`config.mk`:
```
export PLATFORM = sky130hd
export DESIGN_NAME = ordered_list_engine_flat
export DESIGN_NICKNAME = d
export VERILOG_FILES = /design/src/rtl/core/olist_pkg.sv /design/src/rtl/core/olist_if.sv /design/src/rtl/core/ordered_list_engine.sv /design/src/rtl/core/olist_mem.sv /design/src/flat_wrapper.sv
export SDC_FILE = /design/constraint.sdc
export NUM_CORES = 2
export LEC_CHECK = 0
export BUFFER_PORTS_ARGS = -buffer_cell sky130_fd_sc_hd__buf_2
export CAP_MARGIN = 20
export CORE_MARGIN = 2
export CORE_UTILIZATION = 55
export CTS_CLUSTER_DIAMETER = 30
export DETAILED_ROUTE_END_ITERATION = 10
export PLACE_DENSITY = 0.74
export SYNTH_ARGS = -nofsm -noshare
export SYNTH_HDL_FRONTEND = slang
export SYNTH_HIERARCHICAL = 1
export SYNTH_SLANG_ARGS = --single-unit
```
`constraint.sdc`:
```
create_clock -name clk_i -period 4.9 [get_ports clk_i]
set_input_delay 0 -clock clk_i [delete_from_list [all_inputs] [get_ports clk_i]]
set_output_delay 0 -clock clk_i [all_outputs]
set_load 0.01 [all_outputs]
```
`src/rtl/core/olist_pkg.sv`:
```
// Package for the ordered list engine: sizes, request and status codes, memory write type.
package olist_pkg;

  localparam int CAPACITY = 64;
  localparam int IDX_W    = $clog2(CAPACITY);
  localparam int CNT_W    = 7;
  localparam int DATA_W   = 32;

  typedef logic [2:0] action_t;
  typedef logic [1:0] status_t;

  localparam action_t ACT_CLEAR  = 3'd0;
  localparam action_t ACT_APPEND = 3'd1;
  localparam action_t ACT_INSERT = 3'd2;
  localparam action_t ACT_DELETE = 3'd3;
  localparam action_t ACT_INSKEY = 3'd4;
  localparam action_t ACT_READ   = 3'd5;

  localparam status_t ST_OK     = 2'd0;
  localparam status_t ST_BADPOS = 2'd1;
  localparam status_t ST_NOKEY  = 2'd2;
  localparam status_t ST_FULL   = 2'd3;

  typedef struct packed {
    logic              en;
    logic [IDX_W-1:0]  addr;
    logic [DATA_W-1:0] data;
  } mem_wr_t;

endpackage

```
`src/rtl/core/olist_if.sv`:
```
// Request and response channel interfaces of the ordered list engine.
interface olist_req_if;
  logic              valid;
  logic              ready;
  logic [2:0]        action;
  logic [6:0]        position;
  logic signed [31:0] value;
  logic signed [31:0] key;

  modport source (output valid, output action, output position, output value, output key,
                  input ready);
  modport sink   (input valid, input action, input position, input value, input key,
                  output ready);
endinterface

interface olist_rsp_if;
  logic              valid;
  logic              ready;
  logic signed [31:0] result_value;
  logic [1:0]        status;
  logic [6:0]        length;

  modport source (output valid, output result_value, output status, output length,
                  input ready);
  modport sink   (input valid, input result_value, input status, input length,
                  output ready);
endinterface

```
`src/rtl/core/ordered_list_engine.sv`:
```
// Ordered list engine top level: request sequencer over a one-read, one-write entry store.
// Clear, unused code, bad position, empty-list key search, full append or insert: straight to done.
// Read, append, insert at the tail or delete of the last entry: one memory state, then done.
// Insert/delete moving n entries: shift pipeline, one move per cycle, then drain. Insert before
// key: key scan first, then as an insert if found, else no-key status. One request in flight; the
// next transfer waits until the result is in the output register. rst_ni (async, low) empties.
module ordered_list_engine (
  input  logic        clk_i,
  input  logic        rst_ni,
  olist_req_if.sink   req_i,
  olist_rsp_if.source rsp_o
);

  localparam int CNT_W  = olist_pkg::CNT_W;
  localparam int IDX_W  = olist_pkg::IDX_W;
  localparam int DATA_W = olist_pkg::DATA_W;

  // Sequencer states
  localparam logic [2:0] S_IDLE   = 3'd0;
  localparam logic [2:0] S_RDWAIT = 3'd1; // read data returning
  localparam logic [2:0] S_DELRD  = 3'd2; // removed entry returning
  localparam logic [2:0] S_SRCH   = 3'd3; // key scan, one entry per cycle
  localparam logic [2:0] S_SHIFT  = 3'd4; // read/move pipeline
  localparam logic [2:0] S_DRAIN  = 3'd5; // last move write
  localparam logic [2:0] S_INSWR  = 3'd6; // new value write
  localparam logic [2:0] S_DONE   = 3'd7; // hand result to output register

  logic [2:0]       state_q, state_d;
  logic [CNT_W-1:0] count_q, count_d;
  logic             ovld_q, ovld_d;
  logic             pend_q, pend_d;
  logic             rvld_q, rvld_d;
  logic             dir_up_q, dir_up_d;

  logic [CNT_W-1:0]  ptr_q, ptr_d;
  logic [CNT_W-1:0]  pos_q, pos_d;
  logic [IDX_W-1:0]  end_q, end_d;
  logic [IDX_W-1:0]  wa_q, wa_d;
  logic [IDX_W-1:0]  la_q, la_d;
  logic [IDX_W-1:0]  ins_idx_q, ins_idx_d;
  logic [DATA_W-1:0] val_q, val_d;
  logic [DATA_W-1:0] key_q, key_d;
  logic [DATA_W-1:0] res_q, res_d;
  olist_pkg::status_t st_q, st_d;
  logic [DATA_W-1:0] out_res_q, out_res_d;
  olist_pkg::status_t out_st_q, out_st_d;
  logic [CNT_W-1:0]  out_len_q, out_len_d;

  olist_pkg::mem_wr_t wr;
  logic [IDX_W-1:0]   raddr;
  logic [DATA_W-1:0]  rdata;

  logic             req_xfer;
  logic             place_go;
  logic [CNT_W-1:0] place_idx;
  logic [CNT_W-1:0] pos_m1;
  logic [CNT_W-1:0] la_next;
  logic [CNT_W-1:0] cnt_m1;

  olist_mem u_mem (
    .clk_i   (clk_i),
    .wr_i    (wr),
    .raddr_i (raddr),
    .rdata_o (rdata)
  );

  assign req_i.ready = (state_q == S_IDLE);
  assign req_xfer    = req_i.valid && req_i.ready;

  assign pos_m1  = req_i.position - CNT_W'(1);
  assign la_next = CNT_W'(la_q) + CNT_W'(1);
  assign cnt_m1  = count_q - CNT_W'(1);

  always_comb begin
    state_d   = state_q;
    count_d   = count_q;
    ovld_d    = ovld_q;
    pend_d    = pend_q;
    rvld_d    = rvld_q;
    dir_up_d  = dir_up_q;
    ptr_d     = ptr_q;
    pos_d     = pos_q;
    end_d     = end_q;
    wa_d      = wa_q;
    la_d      = la_q;
    ins_idx_d = ins_idx_q;
    val_d     = val_q;
    key_d     = key_q;
    res_d     = res_q;
    st_d      = st_q;
    out_res_d = out_res_q;
    out_st_d  = out_st_q;
    out_len_d = out_len_q;
    wr        = '0;
    raddr     = ptr_q[IDX_W-1:0];
    place_go  = 1'b0;
    place_idx = count_q;

    if (ovld_q && rsp_o.ready) begin
      ovld_d = 1'b0;
    end

    case (state_q)
      S_IDLE: begin
        raddr = pos_m1[IDX_W-1:0];
        res_d = '0;
        st_d  = olist_pkg::ST_OK;
        if (req_xfer) begin
          pos_d = req_i.position;
          val_d = req_i.value;
          key_d = req_i.key;
          case (req_i.action)
            olist_pkg::ACT_CLEAR: begin
              count_d = '0;
              state_d = S_DONE;
            end
            olist_pkg::ACT_APPEND: begin
              place_go  = 1'b1;
              place_idx = count_q;
            end
            olist_pkg::ACT_INSERT: begin
              if (req_i.position > count_q) begin
                st_d    = olist_pkg::ST_BADPOS;
                state_d = S_DONE;
              end else begin
                place_go  = 1'b1;
                place_idx = req_i.position;
              end
            end
            olist_pkg::ACT_DELETE: begin
              if (req_i.position == '0 || req_i.position > count_q) begin
                st_d    = olist_pkg::ST_BADPOS;
                state_d = S_DONE;
              end else begin
                state_d = S_DELRD;
              end
            end
            olist_pkg::ACT_INSKEY: begin
              if (count_q == '0) begin
                st_d    = olist_pkg::ST_NOKEY;
                state_d = S_DONE;
              end else begin
                ptr_d   = '0;
                rvld_d  = 1'b0;
                state_d = S_SRCH;
              end
            end
            olist_pkg::ACT_READ: begin
              if (req_i.position == '0 || req_i.position > count_q) begin
                st_d    = olist_pkg::ST_BADPOS;
                state_d = S_DONE;
              end else begin
                state_d = S_RDWAIT;
              end
            end
            default: begin
              state_d = S_DONE;
            end
          endcase
        end
      end

      S_RDWAIT: begin
        res_d   = rdata;
        state_d = S_DONE;
      end

      S_DELRD: begin
        res_d = rdata;
        if (pos_q == count_q) begin
          count_d = cnt_m1;
          state_d = S_DONE;
        end else begin
          // close the gap: move entries pos..count-1 down by one
          ptr_d    = pos_q;
          end_d    = cnt_m1[IDX_W-1:0];
          dir_up_d = 1'b0;
          pend_d   = 1'b0;
          state_d  = S_SHIFT;
        end
      end

      S_SRCH: begin
        raddr = ptr_q[IDX_W-1:0];
        if (rvld_q && rdata == key_q) begin
          place_go  = 1'b1;
          place_idx = CNT_W'(la_q);
        end else if (rvld_q && la_next == count_q) begin
          st_d    = olist_pkg::ST_NOKEY;
          state_d = S_DONE;
        end else if (ptr_q < count_q) begin
          rvld_d = 1'b1;
          la_d   = ptr_q[IDX_W-1:0];
          ptr_d  = ptr_q + CNT_W'(1);
        end else begin
          rvld_d = 1'b0;
        end
      end

      S_SHIFT: begin
        // read at ptr, write the word read last cycle one place along
        raddr = ptr_q[IDX_W-1:0];
        if (pend_q) begin
          wr.en   = 1'b1;
          wr.addr = wa_q;
          wr.data = rdata;
        end
        wa_d   = dir_up_q ? ptr_q[IDX_W-1:0] + IDX_W'(1) : ptr_q[IDX_W-1:0] - IDX_W'(1);
        pend_d = 1'b1;
        if (ptr_q[IDX_W-1:0] == end_q) begin
          state_d = S_DRAIN;
        end else begin
          ptr_d = dir_up_q ? ptr_q - CNT_W'(1) : ptr_q + CNT_W'(1);
        end
      end

      S_DRAIN: begin
        wr.en   = 1'b1;
        wr.addr = wa_q;
        wr.data = rdata;
        if (dir_up_q) begin
          state_d = S_INSWR;
        end else begin
          count_d = cnt_m1;
          state_d = S_DONE;
        end
      end

      S_INSWR: begin
        wr.en   = 1'b1;
        wr.addr = ins_idx_q;
        wr.data = val_q;
        count_d = count_q + CNT_W'(1);
        state_d = S_DONE;
      end

      S_DONE: begin
        if (!ovld_q || rsp_o.ready) begin
          ovld_d    = 1'b1;
          out_res_d = res_q;
          out_st_d  = st_q;
          out_len_d = count_q;
          state_d   = S_IDLE;
        end
      end

      default: begin
        state_d = S_IDLE;
      end
    endcase

    // Start of an insert: full check, then open a gap at place_idx unless it is the tail
    if (place_go) begin
      if (count_q == CNT_W'(olist_pkg::CAPACITY)) begin
        st_d    = olist_pkg::ST_FULL;
        state_d = S_DONE;
      end else begin
        ins_idx_d = place_idx[IDX_W-1:0];
        if (place_idx == count_q) begin
          state_d = S_INSWR;
        end else begin
          ptr_d    = cnt_m1;
          end_d    = place_idx[IDX_W-1:0];
          dir_up_d = 1'b1;
          pend_d   = 1'b0;
          state_d  = S_SHIFT;
        end
      end
    end
  end

  always_ff @(posedge clk_i or negedge rst_ni) begin
    if (!rst_ni) begin
      state_q  <= S_IDLE;
      count_q  <= '0;
      ovld_q   <= 1'b0;
      pend_q   <= 1'b0;
      rvld_q   <= 1'b0;
      dir_up_q <= 1'b0;
    end else begin
      state_q  <= state_d;
      count_q  <= count_d;
      ovld_q   <= ovld_d;
      pend_q   <= pend_d;
      rvld_q   <= rvld_d;
      dir_up_q <= dir_up_d;
    end
  end

  always_ff @(posedge clk_i) begin
    ptr_q     <= ptr_d;
    pos_q     <= pos_d;
    end_q     <= end_d;
    wa_q      <= wa_d;
    la_q      <= la_d;
    ins_idx_q <= ins_idx_d;
    val_q     <= val_d;
    key_q     <= key_d;
    res_q     <= res_d;
    st_q      <= st_d;
    out_res_q <= out_res_d;
    out_st_q  <= out_st_d;
    out_len_q <= out_len_d;
  end

  assign rsp_o.valid        = ovld_q;
  assign rsp_o.result_value = out_res_q;
  assign rsp_o.status       = out_st_q;
  assign rsp_o.length       = out_len_q;

endmodule

```
`src/rtl/core/olist_mem.sv`:
```
// Entry store: one write port, one read port with registered read data.
module olist_mem (
  input  logic                                clk_i,
  input  olist_pkg::mem_wr_t                  wr_i,
  input  logic [olist_pkg::IDX_W-1:0]         raddr_i,
  output logic [olist_pkg::DATA_W-1:0]        rdata_o
);

  logic [olist_pkg::DATA_W-1:0] mem [olist_pkg::CAPACITY];
  logic [olist_pkg::DATA_W-1:0] rdata_q;

  always_ff @(posedge clk_i) begin
    if (wr_i.en) begin
      mem[wr_i.addr] <= wr_i.data;
    end
  end

  always_ff @(posedge clk_i) begin
    rdata_q <= mem[raddr_i];
  end

  assign rdata_o = rdata_q;

endmodule

```
`src/flat_wrapper.sv`:
```
// flat-port wrapper written by rule: the top's interface ports become plain ports
module ordered_list_engine_flat 
  (clk_i, rst_ni, req_i_valid, req_i_action, req_i_position, req_i_value, req_i_key, req_i_ready, rsp_o_valid, rsp_o_result_value, rsp_o_status, rsp_o_length, rsp_o_ready);
  olist_req_if req_i_i ();
  olist_rsp_if rsp_o_i ();
  input  logic clk_i;
  input  logic rst_ni;
  input wire logic [$bits(req_i_i.valid)-1:0] req_i_valid;
  input wire logic [$bits(req_i_i.action)-1:0] req_i_action;
  input wire logic [$bits(req_i_i.position)-1:0] req_i_position;
  input wire logic [$bits(req_i_i.value)-1:0] req_i_value;
  input wire logic [$bits(req_i_i.key)-1:0] req_i_key;
  output wire logic [$bits(req_i_i.ready)-1:0] req_i_ready;
  output wire logic [$bits(rsp_o_i.valid)-1:0] rsp_o_valid;
  output wire logic [$bits(rsp_o_i.result_value)-1:0] rsp_o_result_value;
  output wire logic [$bits(rsp_o_i.status)-1:0] rsp_o_status;
  output wire logic [$bits(rsp_o_i.length)-1:0] rsp_o_length;
  input wire logic [$bits(rsp_o_i.ready)-1:0] rsp_o_ready;
  assign req_i_i.valid = req_i_valid;
  assign req_i_i.action = req_i_action;
  assign req_i_i.position = req_i_position;
  assign req_i_i.value = req_i_value;
  assign req_i_i.key = req_i_key;
  assign req_i_ready = req_i_i.ready;
  assign rsp_o_valid = rsp_o_i.valid;
  assign rsp_o_result_value = rsp_o_i.result_value;
  assign rsp_o_status = rsp_o_i.status;
  assign rsp_o_length = rsp_o_i.length;
  assign rsp_o_i.ready = rsp_o_ready;
  ordered_list_engine u_core (.clk_i(clk_i), .rst_ni(rst_ni), .req_i(req_i_i), .rsp_o(rsp_o_i));
endmodule
```
==> run_results.csv <==
group,metric,value,unit
power_and_ir_drop,intPower,52.4,mW
clocking,clk_latency,970,ps
placed_design,dp_cells,6329,
power_and_ir_drop,power.total,79.4,mW
global_routing,grtUsageTotal,32.4,%
synth,ys_types,86,
power_and_ir_drop,leakage,35.7,nW
clocking,clock_path_buffers,4,
global_routing,grt_pass1_wl,370000,um
setup_path,r2r_setup_slack,220,ps
routing,drc_errors,0,
layout,synthToLayoutAreaGrowth,22.3,%
clocking,numCtsBuffers,387,
placed_design,dpl-instance-area,93000,um2
layout,fillCellCount,8861,
floorplanning,coreArea,159000,um2
power_and_ir_drop,seqPwrFrac,33.9,%
sta,finalHoldViolCount,0,
routing,first_pass_iters,9,
power_and_ir_drop,switchingPower,27.0,mW
synth,synth_cells,4114,
routing,drt-total-wl,263000,um
routing,post_drt_wl_per_cell,36.6,um
layout,layout.cells.non_filler,7190,
floorplanning,dieArea,163000,um2
synth,ys_ff_latch,2271,
setup_path,worstPathArrival,5430,ps
setup_path,r2r_end,"u_core/u_mem/rdata_o[7]",
layout,finish.net_count,4920,
synth,synth.top_cells.by_area,"edfxtp_1 (75%), mux4_2 (14%), mux2i_1 (1.1%), dfxtp_1 (1.1%), nor2_1 (0.79%)",
routing,via_per_inst,6.90,
flow_run,cap_viol_max_count,0,
clocking,clockRootBuffer,"clkbuf_16",
sta,finClkSkew,57.9,ps
routing,first_iter_violations,9573,
synth,synth_async_sr_flop_share,0.616,%
synth,yosysWarnings,6,
power_and_ir_drop,swShare,34.0,%
sta,slew_headroom,20.1,%
clocking,cts_tree,"built",
setup_path,cp.depth,12,
power_and_ir_drop,clock_power_share,34.2,%
setup_path,start_kind,"flip-flop",
sta,rsz0062_at_grt,"no",
placed_design,io_buffers,120,
synth,synth_commonest_cells,"edfxtp_1 (2210), mux4_2 (544), nor2_1 (185)",
synth,yosysTopAreaCellShare,75.4,%
synth,ys_seq_area_share,76.8,%
floorplanning,num_rows,146,
setup_path,required,5650,ps
synth,ys.flop_type,"edfxtp_1",
sta,setup_violations,0,
global_routing,antenna_found_initial,16,
setup_path,crit_path_end,"u_core/u_mem/rdata_o[7]",
layout,layout-drive-gt1-share,32.7,%
floorplanning,die_height,404,um
setup_path,crit_buf_inv,3,
sta,min_period,4680,ps
global_routing,grt_pass1_vias,50578,
setup_path,r2r-start,"u_core/state_q[0]",
sta,worst_pin_slew,1200,ps
routing,vias,49594,
worst_hold_path,hold_path_class,"in -> reg",
clocking,cts.sinks,2271,
global_routing,grt-ovfl-total,0,
synth,yosysMostFrequentCell,"edfxtp_1",
power_and_ir_drop,combPwrFrac,31.9,%
setup_path,worstPathCellList,"nor2_2 > nand2_1 > inv_2 > nor2_1 > a21oi_4 > buf_12 > buf_12 > mux4_2 > mux2i_1 > a21oi_1 > a21oi_1 > nor2_1",
routing,drtAntennaViolNets,0,
placed_design,hpwl,132000,um
synth,synth_top_area_cell,"edfxtp_1",
global_routing,grt_max_degree,65,
clocking,post_cts_resized,0,
power_and_ir_drop,powerDensity,737,nW/um2
floorplanning,die-width,404,um
sta,tns,0,ps
synth,syn-mean-instance-area,21.4,um2
sta,finalCritPeriodShare,95.5,%
setup_path,r2r_cells,12,
placed_design,place_congestion,0.910,
synth,syn_area,88100,um2
setup_path,crit_slowest_cell,"a21oi_1",
sta,slew_violations,0,
setup_path,critPathMaxFanout,51,
setup_path,crit_family,"compound AO/OA/AOI/OAI gates",
layout,final_area,108000,um2
synth,synth_fp_nets,4219,
sta,fmax,214,MHz
setup_path,worstSetupPathType,"reg -> reg",
clocking,path_clk_slew,50,ps
synth,synth-edff-count,2210,
power_and_ir_drop,peakVddDrop,0.530,mV
clocking,ctsHtreeMaxLevel,5,
setup_path,crit_path_end_kind,"flip-flop",
worst_hold_path,worstHoldPathCells,4,
run_status,outcome,"complete, no violations",
setup_path,crit_path_max_incr_delay,890,ps
setup_path,crit_start,"u_core/state_q[0]",
floorplanning,io-pin-count,121,
floorplanning,initial_utilization,55.5,%
==> area by class of cell <==
class | instances | area [um2] | share of cell area (%)
Sequential cell | 2271 | 67700 | 62.8
Tap cell | 2072 | 2590 | 2.41
Clock inverter | 265 | 2960 | 2.75
Antenna cell | 1 | 2.50 | 0.00232
Timing Repair Buffer | 529 | 4570 | 4.24
Inverter | 29 | 110 | 0.102
Clock buffer | 426 | 9990 | 9.27
Multi-Input combinational cell | 1597 | 19900 | 18.4
==> worst min path at each step <==
stage                                 start             endpoint  slack, ps
after floorplan                      rst_ni    u_core/count_q[0]       -300
after global placement               rst_ni    u_core/count_q[6]        -60
after detailed placement             rst_ni    u_core/count_q[6]        -50
after CTS                 req_i_position[1]  u_core/ins_idx_q[1]         80
after global routing      req_i_position[1]  u_core/ins_idx_q[1]        150
final                     req_i_position[1]  u_core/ins_idx_q[1]        170
==> worst register-to-register path, stage by stage (launching register included) <==
cell,delay (ps)
dfrtp_1,380
nor2_2,180
nand2_1,220
inv_2,460
nor2_1,150
a21oi_4,310
buf_12,300
buf_12,410
mux4_2,610
mux2i_1,160
a21oi_1,290
a21oi_1,890
nor2_1,110
==> power by group through the flow <==
stage / Combinational (mW) / Clock, mW / Sequential (mW)
2_1_floorplan: 14.4 / 0 / 26.8
3_3_place_gp: 22.9 / 0 / 27.1
3_5_place_dp: 23.3 / 0 / 27.2
4_1_cts: 24.2 / 27.0 / 26.8
5_1_grt: 26.0 / 28.0 / 26.9
6_report: 25.3 / 27.1 / 26.9
==> layout by cell type (no fill, tap or decap), types with 32 or more instances in the layout <==
| master | Yosys | routed |
|---|---|---|
| a21oi_1 | 90 | 85 |
| inv_6 | 0 | 36 |
| and2_1 | 37 | 37 |
| xnor2_1 | 54 | 54 |
| a22o_2 | 1 | 32 |
| clkinv_1 | 3 | 38 |
| buf_2 | 63 | 120 |
| mux4_2 | 544 | 544 |
| dfxtp_1 | 47 | 47 |
| clkinvlp_4 | 0 | 40 |
| dlygate4sd3_1 | 0 | 159 |
| clkbuf_16 | 0 | 394 |
| edfxtp_1 | 2210 | 2210 |
| nor2_4 | 0 | 64 |
| nand3_1 | 37 | 37 |
| nor2_1 | 185 | 120 |
| clkinv_2 | 0 | 50 |
| mux2i_1 | 101 | 101 |
| bufinv_16 | 0 | 47 |
| buf_4 | 24 | 210 |
| nand2_1 | 75 | 75 |
| clkinv_4 | 0 | 44 |
| buf_12 | 0 | 40 |
| o22ai_1 | 91 | 91 |
==> cell families (layout without fill, tap and decap cells) <==
group	Yosys count	in the layout	share of synthesized area, %
compound gates	389	389	3.06
xor+xnor	74	74	0.736
buf+inv	246	1249	1.32
fa+ha+maj	27	27	0.392
flops	2271	2271	76.8
simple gates	454	454	2.50
other cells	0	1	0
mux	653	653	15.2
==> timing repair <==
item,in CTS,in global routing
setup buffers,0,0
endpoints found under the hold margin,155,0
hold buffers,159,0
==> sequential cells by signal (all words and copies together), names as in the netlist <==
| signal | count |
|---|---|
| u_core/count_q | 7 |
| u_core/dir_up_q | 1 |
| u_core/end_q | 6 |
| u_core/ins_idx_q | 6 |
| u_core/key_q | 32 |
| u_core/la_q | 6 |
| u_core/pend_q | 1 |
| u_core/pos_q | 7 |
| u_core/ptr_q | 7 |
| u_core/res_q | 32 |
| u_core/rsp_o.length | 7 |
| u_core/rsp_o.result_value | 32 |
| u_core/rsp_o.status | 2 |
| u_core/rsp_o.valid | 1 |
| u_core/rvld_q | 1 |
| u_core/st_q | 2 |
| u_core/state_q | 3 |
| u_core/u_mem/mem | 2048 |
| u_core/u_mem/rdata_o | 32 |
| u_core/val_q | 32 |
| u_core/wa_q | 6 |
==> per-layer routing <==
layer | part of all wire (%) | up-vias | wire length [um] | GRT usage [%]
met5 | 0.028 | - | 74 | 0
met1 | 33 | 25165 | 85800 | 41.6
met4 | 6.3 | 12 | 16600 | 18.5
met3 | 15 | 909 | 39300 | 10.1
li1 | - | 18785 | - | -
met2 | 46 | 4723 | 122000 | 49.4
==> metrics by stage <==
stage          hold WS, ps  setup slack [ps]  util, %
6_report               166               220     67.9
5_1_grt                148               212     67.9
4_1_cts               82.2               376     67.7
3_5_place_dp         -48.0               436     58.6
3_3_place_gp         -58.3               494     58.6
2_1_floorplan         -296               123        -
(Power assumes the default switching activity.)
